**src/rtl/core/sapq_pkg.sv**
```systemverilog
`default_nettype none

package sapq_pkg;

  localparam int unsigned ValueW  = 32;
  localparam int unsigned StatusW = 2;
  localparam int unsigned CountW  = 5;

  typedef enum logic [StatusW-1:0] {
    StDone  = 2'd0,
    StFull  = 2'd1,
    StEmpty = 2'd2
  } status_e;

  // Operation broadcast to every cell in the same cycle
  typedef struct packed {
    logic                     enq;
    logic                     deq;
    logic signed [ValueW-1:0] value;
  } cell_op_t;

  // One result transaction
  typedef struct packed {
    logic signed [ValueW-1:0] head_value;
    status_e                  status;
    logic [CountW-1:0]        count_after;
  } result_t;

endpackage

`default_nettype wire

```
**src/rtl/core/sapq_cell.sv**
```systemverilog
`default_nettype none

module sapq_cell (
  input  wire                                         clk_i,
  input  wire                                         occupied_i,
  input  wire                                         left_keep_i,
  input  wire logic signed [sapq_pkg::ValueW-1:0]     left_value_i,
  input  wire logic signed [sapq_pkg::ValueW-1:0]     right_value_i,
  input  wire sapq_pkg::cell_op_t                     op_i,
  output logic                                        keep_o,
  output logic signed [sapq_pkg::ValueW-1:0]          value_o
);

  logic signed [sapq_pkg::ValueW-1:0] value_q, value_d;

  // Keep own place while holding a value no smaller than the newcomer:
  // equal values stay ahead, so ties leave oldest first.
  assign keep_o  = occupied_i && !(value_q < op_i.value);
  assign value_o = value_q;

  always_comb begin
    value_d = value_q;
    if (op_i.enq) begin
      if (keep_o) begin
        value_d = value_q;
      end else if (left_keep_i) begin
        value_d = op_i.value;
      end else begin
        value_d = left_value_i;
      end
    end else if (op_i.deq) begin
      value_d = right_value_i;
    end
  end

  always_ff @(posedge clk_i) begin
    value_q <= value_d;
  end

endmodule

`default_nettype wire

```
**src/rtl/core/sapq_out_buf.sv**
```systemverilog
`default_nettype none

module sapq_out_buf (
  input  wire                    clk_i,
  input  wire                    rst_ni,
  input  wire                    push_i,
  input  wire sapq_pkg::result_t data_i,
  output logic                   full_o,
  output logic                   valid_o,
  input  wire                    stall_i,
  output sapq_pkg::result_t      data_o
);

  logic              out_valid_q, out_valid_d;
  logic              skid_valid_q, skid_valid_d;
  sapq_pkg::result_t out_q, out_d;
  sapq_pkg::result_t skid_q, skid_d;
  logic              pop;

  assign pop     = out_valid_q && !stall_i;
  assign full_o  = skid_valid_q;
  assign valid_o = out_valid_q;
  assign data_o  = out_q;

  always_comb begin
    out_valid_d  = out_valid_q;
    skid_valid_d = skid_valid_q;
    out_d        = out_q;
    skid_d       = skid_q;
    if (!out_valid_q || pop) begin
      // advance: skid first, then the new transaction
      if (skid_valid_q) begin
        out_d        = skid_q;
        out_valid_d  = 1'b1;
        skid_valid_d = push_i;
        skid_d       = data_i;
      end else begin
        out_d       = data_i;
        out_valid_d = push_i;
      end
    end else if (push_i) begin
      skid_d       = data_i;
      skid_valid_d = 1'b1;
    end
  end

  always_ff @(posedge clk_i or negedge rst_ni) begin
    if (!rst_ni) begin
      out_valid_q  <= 1'b0;
      skid_valid_q <= 1'b0;
    end else begin
      out_valid_q  <= out_valid_d;
      skid_valid_q <= skid_valid_d;
    end
  end

  always_ff @(posedge clk_i) begin
    out_q  <= out_d;
    skid_q <= skid_d;
  end

endmodule

`default_nettype wire

```
**src/rtl/core/sorted_array_priority_queue_unit.sv**
```systemverilog
// Bounded max-first priority queue held in a row of DEPTH cells.
// Input channel (in_valid_i / in_stall_o): action_i = 0 enqueues item_value_i,
// action_i = 1 dequeues the largest stored value. Every input transaction
// yields exactly one output transaction on the result channel
// (out_valid_o / out_stall_i): head_value_o, status_o, count_after_o.
// Each cell compares its own entry with the incoming value in the same cycle,
// so the cell row takes one transaction per cycle while in_stall_o is low;
// the result is registered in the output buffer. The rate is set by the
// compare-and-shift across the cell row.
// Equal values keep arrival order. Enqueue when full reports StFull and
// stores nothing; dequeue when empty reports StEmpty; head_value_o is zero
// unless a dequeue succeeded. count_after_o carries the low five bits of
// the count.
// Results pass through a two-entry output buffer: while the receiver stalls,
// one further transaction is still accepted, then in_stall_o rises.
// Reset empties the queue and the output buffer; cell contents are not
// cleared, only the entry count.
`default_nettype none

module sorted_array_priority_queue_unit #(
  parameter int unsigned DEPTH = 16
) (
  input  wire                                      clk_i,
  input  wire                                      rst_ni,
  input  wire                                      in_valid_i,
  output logic                                     in_stall_o,
  input  wire                                      action_i,
  input  wire logic signed [sapq_pkg::ValueW-1:0]  item_value_i,
  output logic                                     out_valid_o,
  input  wire                                      out_stall_i,
  output logic signed [sapq_pkg::ValueW-1:0]       head_value_o,
  output logic [sapq_pkg::StatusW-1:0]             status_o,
  output logic [sapq_pkg::CountW-1:0]              count_after_o
);

  localparam int unsigned CntW = $clog2(DEPTH + 1);

  logic                    accept;
  logic [CntW-1:0]         count_q, count_d;
  logic                    is_full, is_empty;
  sapq_pkg::cell_op_t      op;
  sapq_pkg::result_t       res, res_out;
  logic [CntW+sapq_pkg::CountW-1:0] count_ext;
  logic                    buf_full;

  logic                                  keep_w  [DEPTH];
  logic signed [sapq_pkg::ValueW-1:0]    value_w [DEPTH];

  assign accept   = in_valid_i && !in_stall_o;
  assign is_full  = (count_q == CntW'(DEPTH));
  assign is_empty = (count_q == '0);

  // drop refused operations before they reach the cells
  assign op.enq   = accept && !action_i && !is_full;
  assign op.deq   = accept &&  action_i && !is_empty;
  assign op.value = item_value_i;

  always_comb begin
    count_d = count_q;
    if (op.enq) begin
      count_d = count_q + 1'b1;
    end else if (op.deq) begin
      count_d = count_q - 1'b1;
    end
  end

  always_ff @(posedge clk_i or negedge rst_ni) begin
    if (!rst_ni) begin
      count_q <= '0;
    end else begin
      count_q <= count_d;
    end
  end

  // Cell row: entry 0 is the head. Left neighbour of the head behaves as a
  // keeping cell so an insertion at the head takes the new value; the tail
  // takes its own value on a dequeue.
  for (genvar i = 0; i < DEPTH; i++) begin : g_cell
    logic                               left_keep;
    logic signed [sapq_pkg::ValueW-1:0] left_value;
    logic signed [sapq_pkg::ValueW-1:0] right_value;
    if (i == 0) begin : g_head
      assign left_keep  = 1'b1;
      assign left_value = item_value_i;
    end else begin : g_body
      assign left_keep  = keep_w[i-1];
      assign left_value = value_w[i-1];
    end
    if (i == DEPTH - 1) begin : g_tail
      assign right_value = value_w[i];
    end else begin : g_inner
      assign right_value = value_w[i+1];
    end

    sapq_cell u_cell (
      .clk_i         (clk_i),
      .occupied_i    (CntW'(i) < count_q),
      .left_keep_i   (left_keep),
      .left_value_i  (left_value),
      .right_value_i (right_value),
      .op_i          (op),
      .keep_o        (keep_w[i]),
      .value_o       (value_w[i])
    );
  end

  assign count_ext = {{sapq_pkg::CountW{1'b0}}, count_d};

  always_comb begin
    res.head_value  = '0;
    res.status      = sapq_pkg::StDone;
    res.count_after = count_ext[sapq_pkg::CountW-1:0];
    if (!action_i && is_full) begin
      res.status = sapq_pkg::StFull;
    end else if (action_i && is_empty) begin
      res.status = sapq_pkg::StEmpty;
    end else if (action_i) begin
      res.head_value = value_w[0];
    end
  end

  sapq_out_buf u_out_buf (
    .clk_i   (clk_i),
    .rst_ni  (rst_ni),
    .push_i  (accept),
    .data_i  (res),
    .full_o  (buf_full),
    .valid_o (out_valid_o),
    .stall_i (out_stall_i),
    .data_o  (res_out)
  );

  assign in_stall_o    = buf_full;
  assign head_value_o  = res_out.head_value;
  assign status_o      = res_out.status;
  assign count_after_o = res_out.count_after;

endmodule

`default_nettype wire

```
**config.mk**
```make
export PLATFORM = sky130hd
export DESIGN_NAME = sorted_array_priority_queue_unit
export DESIGN_NICKNAME = d
export VERILOG_FILES = /design/src/rtl/core/sapq_pkg.sv /design/src/rtl/core/sapq_cell.sv /design/src/rtl/core/sapq_out_buf.sv /design/src/rtl/core/sorted_array_priority_queue_unit.sv
export SDC_FILE = /design/constraint.sdc
export NUM_CORES = 2
export LEC_CHECK = 0
export ABC_CLOCK_PERIOD_IN_PS = 9600
export BUFFER_PORTS_ARGS = -buffer_cell sky130_fd_sc_hd__buf_2
export CORE_ASPECT_RATIO = 1.25
export CORE_MARGIN = 2
export CORE_UTILIZATION = 30
export CTS_BUF_LIST = sky130_fd_sc_hd__clkbuf_4 sky130_fd_sc_hd__clkbuf_8
export CTS_CLUSTER_SIZE = 8
export DETAILED_ROUTE_END_ITERATION = 6
export GPL_ROUTABILITY_DRIVEN = 0
export PLACE_DENSITY = 0.52
export SLEW_MARGIN = 20
export SYNTH_ARGS = -nofsm -noshare
export SYNTH_HDL_FRONTEND = slang
export SYNTH_SLANG_ARGS = --single-unit
```
**constraint.sdc**
```tcl
create_clock -name clk_i -period 9.6 [get_ports clk_i]
set_input_delay 0.48 -clock clk_i [delete_from_list [all_inputs] [get_ports clk_i]]
set_output_delay 0.48 -clock clk_i [all_outputs]
set_load 0.01 [all_outputs]
```
Word level (Yosys, flattened, before mapping). Index checks and enable logic that the tools add are counted.

Register bits: 597. Input port bits: 37. Word-level logic and storage cells: 219.

Add/subtract/negate cells: 2. $lt $le $gt $ge: 32. Eq/ne operators: 17. Multiplexer cells: 75. Bitwise operators: 1. Reductions and logical operators: 67.

Operators with widths (number): 32-bit two-way mux (63); 32-bit < comparator (16); 39-bit two-way mux (4); 4-bit by 5-bit < comparator with 1-bit output, first input constant (8); 2-bit AND reduction (17); 2-bit inequality test, second input constant (15); 1-bit logical AND (24); 1-bit logical NOT (22); 3-bit by 5-bit < comparator with 1-bit output, first input constant (4); 1-bit by 5-bit < comparator with 1-bit output, first input constant (2); 2-bit by 5-bit < comparator with 1-bit output, first input constant (2); 5-bit two-way mux (2); 5-bit by 1-bit adder with 5-bit output, second input constant (1); 5-bit == test, second input constant (1); 5-bit logical NOT (1); 5-bit by 1-bit subtractor with 5-bit output, second input constant (1); 1-bit two-way mux (4); 2-bit two-way mux (2); 2-bit nonzero test (2); 2-bit by 1-bit inequality test with 1-bit output, second input constant (1); 1-bit logical OR (1); 1-bit NOT (1).

Depth between registers and ports, before layout.
Word-level depth: 8. Mapped depth: 12. Mapped depth without buffers: 10.

By module. Synthesis repeated with hierarchy kept, for this count alone.

Cells, all modules: 4394. Area, all modules: 43075.1 µm².

By module, submodules not included: sapq_cell (instances 16, cells an instance 259, area each 2441.1 µm², seq. area each 960.9 µm²); sapq_out_buf (instances 1, cells an instance 130, area each 3089.2 µm², seq. area each 2392.3 µm²); sorted_array_priority_queue_unit (instances 1, cells an instance 120, area each 928.4 µm², seq. area each 125.1 µm²).

Worst setup path after synthesis. Ideal clock, no wire load.

Path type: input to register. Start point: input port item_value_i[13] (netlist name). End point: register g_cell[3].u_cell.value_q (netlist bit g_cell[3].u_cell.value_o[0]) (enable). Setup time: 0.466 ns. Data arrival time: 5.045 ns. Required time: 9.134 ns. Path slack: 4.090 ns. Stages: 11. Buffers on the path: 2. Cells stage by stage: inv_1 -> ha_1 -> a21o_1 -> a211oi_1 -> and3_1 -> o2111ai_1 -> a41oi_1 -> mux2_2 -> buf_2 -> buf_4 -> o21ai_0.

Longest elaborated chain between the ends: 5.

Ends and longest elaborated chain: start, declared (RTL line sorted_array_priority_queue_unit.sv:28) `input wire logic signed [sapq_pkg::ValueW-1:0] item_value_i,`; 32-bit < comparator (RTL line sapq_cell.sv:18) `assign keep_o = occupied_i && !(value_q < op_i.value);`; 1-bit logical NOT (RTL line sapq_cell.sv:18); 1-bit logical AND (RTL line sapq_cell.sv:18); 2-bit inequality test (no source line); 2-bit AND reduction (no source line); end signal, assigned (RTL line sapq_cell.sv:37) `value_q <= value_d;`; end, declared (RTL line sapq_cell.sv:14) `logic signed [sapq_pkg::ValueW-1:0] value_q, value_d;`.

Every way passes these cells. A chain may end at the register's enable or synchronous reset.

Worst setup path in the final report.
Start point: register g_cell[10].u_cell.value_q (netlist bit g_cell[10].u_cell.value_o[14]). End point: register g_cell[10].u_cell.value_q (netlist bit g_cell[10].u_cell.value_o[6]) (enable).

Longest elaborated chain between the ends: 5.

Ends and longest elaborated chain (RTL line): start, declared (sapq_cell.sv:14); start signal, assigned (sapq_cell.sv:37); 32-bit < comparator (sapq_cell.sv:18); 1-bit logical NOT (sapq_cell.sv:18); 1-bit logical AND (sapq_cell.sv:18); 2-bit inequality test (no source line); 2-bit AND reduction (no source line).

Every way passes these cells.

==> summary.md <==
| Metric | Value |
|---|---|
| Clock root cell | sky130_fd_sc_hd__clkbuf_8 |
| DRC | 0 |
| Sequential share of the synthesized area | 43.5% |
| Via count | 34049 |
| Flop and latch count out of synthesis | 597 |
| Per-instance average area after synthesis | 9.88 µm² |
| Sinks on Clock Net | 597 |
| Overflow after GRT | 0 |
| Worst setup path startpoint | g_cell[10].u_cell.value_o[14] |
| Number of optimization iterations in the first detailed-route pass | 6 |
| Endpoint of the worst setup timing path | g_cell[10].u_cell.value_o[6] |
| Area growth from synthesis to layout | 10.3% |
| Power density relative to cell area | 237 nW/µm² |
| Total negative slack for setup checks | 0 ns |
| Cell depth of the worst flop-to-flop path | 11 |
| Number of flops mapped to enable cells by yosys | 590 |
| Endpoint of the most critical register-to-register path | g_cell[10].u_cell.value_o[6] |
| Synthesized instance count | 4165 |
| Startpoint class of the critical path | flop |
| Hold Startpoint | item_value_i[29] |
| Effective utilization at floorplan | 30.3% |
| Net count after synthesis | 4701 |
| Aggregate global-route resource usage | 21.1% |
| Post-route standard cell area excluding fillers | 45400 µm² |
| Row cnt | 151 |
| Number of clock buffers inserted by TritonCTS | 98 |
| Share of flip-flops with an asynchronous set or reset after synthesis | 1.17% |
| Worst min-delay path class | primary input to flop |
| Final Slew Violations | 0 |
| DP Wirelength | 108000 µm |
| Bufs on Longest Clock Path | 3 |
| CP max stage cell | sky130_fd_sc_hd__or2_2 |
| Crit-path cells | ha_1 > a211oi_1 > nand2_1 > a2111oi_0 > o21ai_0 > a41oi_1 > mux2i_4 > buf_4 > or2_2 > a21o_1 > buf_4 |
| Yosys Warn Count | 0 |
| DIE WIDTH | 335 µm |
| Wire length after detailed routing | 151000 µm |
| Total Nets Final | 4682 |
| Initial antenna violation count | 10 |
| Drt wl/cell | 25.2 µm |
| Leakage Power | 17.8 nW |
| CP endpoint kind | flop |
| Number of routed nets with antenna violations | 0 |
| Unrepaired setup endpoints after global routing | no |
| Slowest stage delay, CP | 0.75 ns |
| Number of max-cap violations | 0 |
| Area of the multi-input gates | 22200 µm² |
| Share of final-layout standard cells stronger than drive strength 1 | 9.29% |
| Worst-path clk slew | 0.06 ns |
| Startpoint-to-endpoint class of the critical path | flop to flop |
| Detailed router's first-iteration violation count | 3313 |
| Power after layout | 10.8 mW |
| Latest clock arrival within the worst-skew pair | 0.80 ns |
| Register-to-register path setup slack | 4.63 ns |
| Pin count of the biggest net entering global routing | 195 |
| Critical-path maximum fanout | 33 |
| Buffers added on ports | 77 |
| Summed instance area of the synthesized netlist | 41200 µm² |
| Die boundary height | 418 µm |
| Critical path's most frequent cell | sky130_fd_sc_hd__buf_4 |
| Count of unique library cells instantiated by Yosys | 67 |
| Area of the die | 140000 µm² |
| Worst Path Arrival | 5.38 ns |
| Launch instance of the worst register-to-register path | g_cell[10].u_cell.value_o[14] |
| Core area | 136000 µm² |
| Filler Cell Count | 13819 |
| Clock period minus worst slack | 4.97 ns |
| Wire length of the first global-routing pass | 222000 µm |
| Top-level I/O count | 78 |
| Outcome | complete, no violations |
| Most used DFF post-synth | sky130_fd_sc_hd__edfxtp_1 |
| Fin crit share | 51.8% |
| Tightest Pin Transition | 1.19 ns |
| Via count of the first global-routing pass | 32872 |
| Area occupied by registers | 17900 µm² |
| CTS tree | done |
| Maximum vdd drop | 192 µV |
| Top achievable clock speed | 201 MHz |
| Required time at the endpoint of the critical path | 10.01 ns |
| Area after detailed placement | 43500 µm² |
| Post-Route Skew | 0.0346 ns |
| Count of H-tree levels built during CTS | 3 |
| Number of hold violations in the final report | 0 |
| Final setup violation count | 0 |
| Headroom to the max-slew limit | 20.1% |
| Average via count per standard cell | 5.69 |
==> repair_timing <==
| item | 4_1_cts | 5_1_grt |
|---|---|---|
| hold endpoints to repair | 10 | 0 |
| setup endpoints to repair | 0 | 0 |
| hold buffers | 4 | 0 |
| setup buffers | 0 | 0 |
| resized for setup | 0 | 0 |
==> area by class of cell <==
cell class              instances  share of cell area [%]
clock inverters                40                   0.460
well taps                    1759                    4.85
multi-input cells            3239                    48.8
diodes                          6                  0.0331
flip-flops and latches        597                    39.4
repair buffers                164                    2.44
clock buffers                 134                    3.62
inverters                      46                   0.380
==> critical path: cells and delay by family (launching register included) <==
kind	cells	cell delay, ns
buffers and inverters	2	0.96
AO/OA/AOI/OAI	5	1.68
AND/OR/NAND/NOR	2	0.86
adder cells (fa/ha/maj)	1	0.33
multiplexers	1	0.28
flip-flops	1	0.43
==> registers in the layout (all words and copies together) (netlist names) <==
| signal | flops |
|---|---|
| g_cell.u_cell.value_o | 512 |
| u_out_buf.data_o | 39 |
| u_out_buf.skid_q | 39 |
| count_q | 5 |
| u_out_buf.full_o | 1 |
| u_out_buf.valid_o | 1 |
==> cells by family (layout without fill, tap and decap cells) <==
kind of cell             count (synthesis)  in the layout  synth area share, %
other                                    0              6                    0
buffers and inverters                  329            384                 3.27
flip-flops                             597            597                 43.5
AO/OA/AOI/OAI                         1158           1158                 17.1
AND/OR/NAND/NOR                       1318           1318                 14.4
XOR/XNOR                                 3              3               0.0639
multiplexers                           261            261                 6.47
adder cells (fa/ha/maj)                499            499                 15.2
==> where the power goes <==
group          internal [mW]  switching, mW
Combinational           1.42           2.81
Sequential              3.68          0.582
Clock                   1.13           1.14
Total                   6.23           4.53
==> worst min path at each step <==
| stage | endpoint | depth (start not counted) |
|---|---|---|
| after floorplan | count_q[0] | 0 |
| after global placement | u_out_buf.valid_o | 1 |
| after detailed placement | u_out_buf.valid_o | 1 |
| after CTS | g_cell[10].u_cell.value_o[31] | 3 |
| after global routing | g_cell[10].u_cell.value_o[31] | 3 |
| final | g_cell[10].u_cell.value_o[29] | 3 |
==> Yosys cell counts, drive strengths merged, types with 54 or more instances <==
cell / count / share of area [%]
nand2: 614 / 5.6
edfxtp: 590 / 43
ha: 499 / 15
a21oi: 428 / 5.3
o21ai: 325 / 4.0
clkbuf: 229 / 2.1
mux2i: 220 / 5.4
nor2: 213 / 1.9
nand3: 196 / 2.4
o211ai: 175 / 3.2
nand4: 56 / 0.85
buf: 54 / 0.76
==> cell usage in the layout (no fill, tap or decap), types with 41 or more instances in the layout <==
master	instances
sky130_fd_sc_hd__nor3_1	51
sky130_fd_sc_hd__a221oi_1	47
sky130_fd_sc_hd__nor2b_1	41
sky130_fd_sc_hd__buf_4	78
sky130_fd_sc_hd__clkbuf_8	102
sky130_fd_sc_hd__a21oi_1	423
sky130_fd_sc_hd__inv_1	46
sky130_fd_sc_hd__edfxtp_1	590
sky130_fd_sc_hd__buf_2	77
sky130_fd_sc_hd__nor2_1	213
sky130_fd_sc_hd__nand3_1	196
sky130_fd_sc_hd__nand4_1	56
sky130_fd_sc_hd__a21o_1	48
sky130_fd_sc_hd__o211ai_1	175
sky130_fd_sc_hd__ha_1	498
sky130_fd_sc_hd__mux2_2	41
sky130_fd_sc_hd__nand2_1	611
sky130_fd_sc_hd__o21ai_0	295
sky130_fd_sc_hd__mux2i_1	218
==> layer usage <==
layer  share of wire (%)  track usage, %  routed length [µm]
met5                   0               0                   0
met4                 4.3            9.58                6450
met1                  42            27.6               63900
met2                  47            34.8               71500
met3                 6.1            2.64                9230
==> metrics by stage <==
stage               hold slack (ns)  cells  worst slack (ns)  utilization [%]
finish                        0.264   5985              4.63             33.4
global route                  0.238   5985              4.46             33.4
CTS                           0.173   5979              4.67             33.4
detailed placement            0.332   5801              3.90             32.0
global placement              0.330   5800              3.96             32.0
floorplan                     0.184   4165              4.09                -
Power figures use the tool's default switching activity.
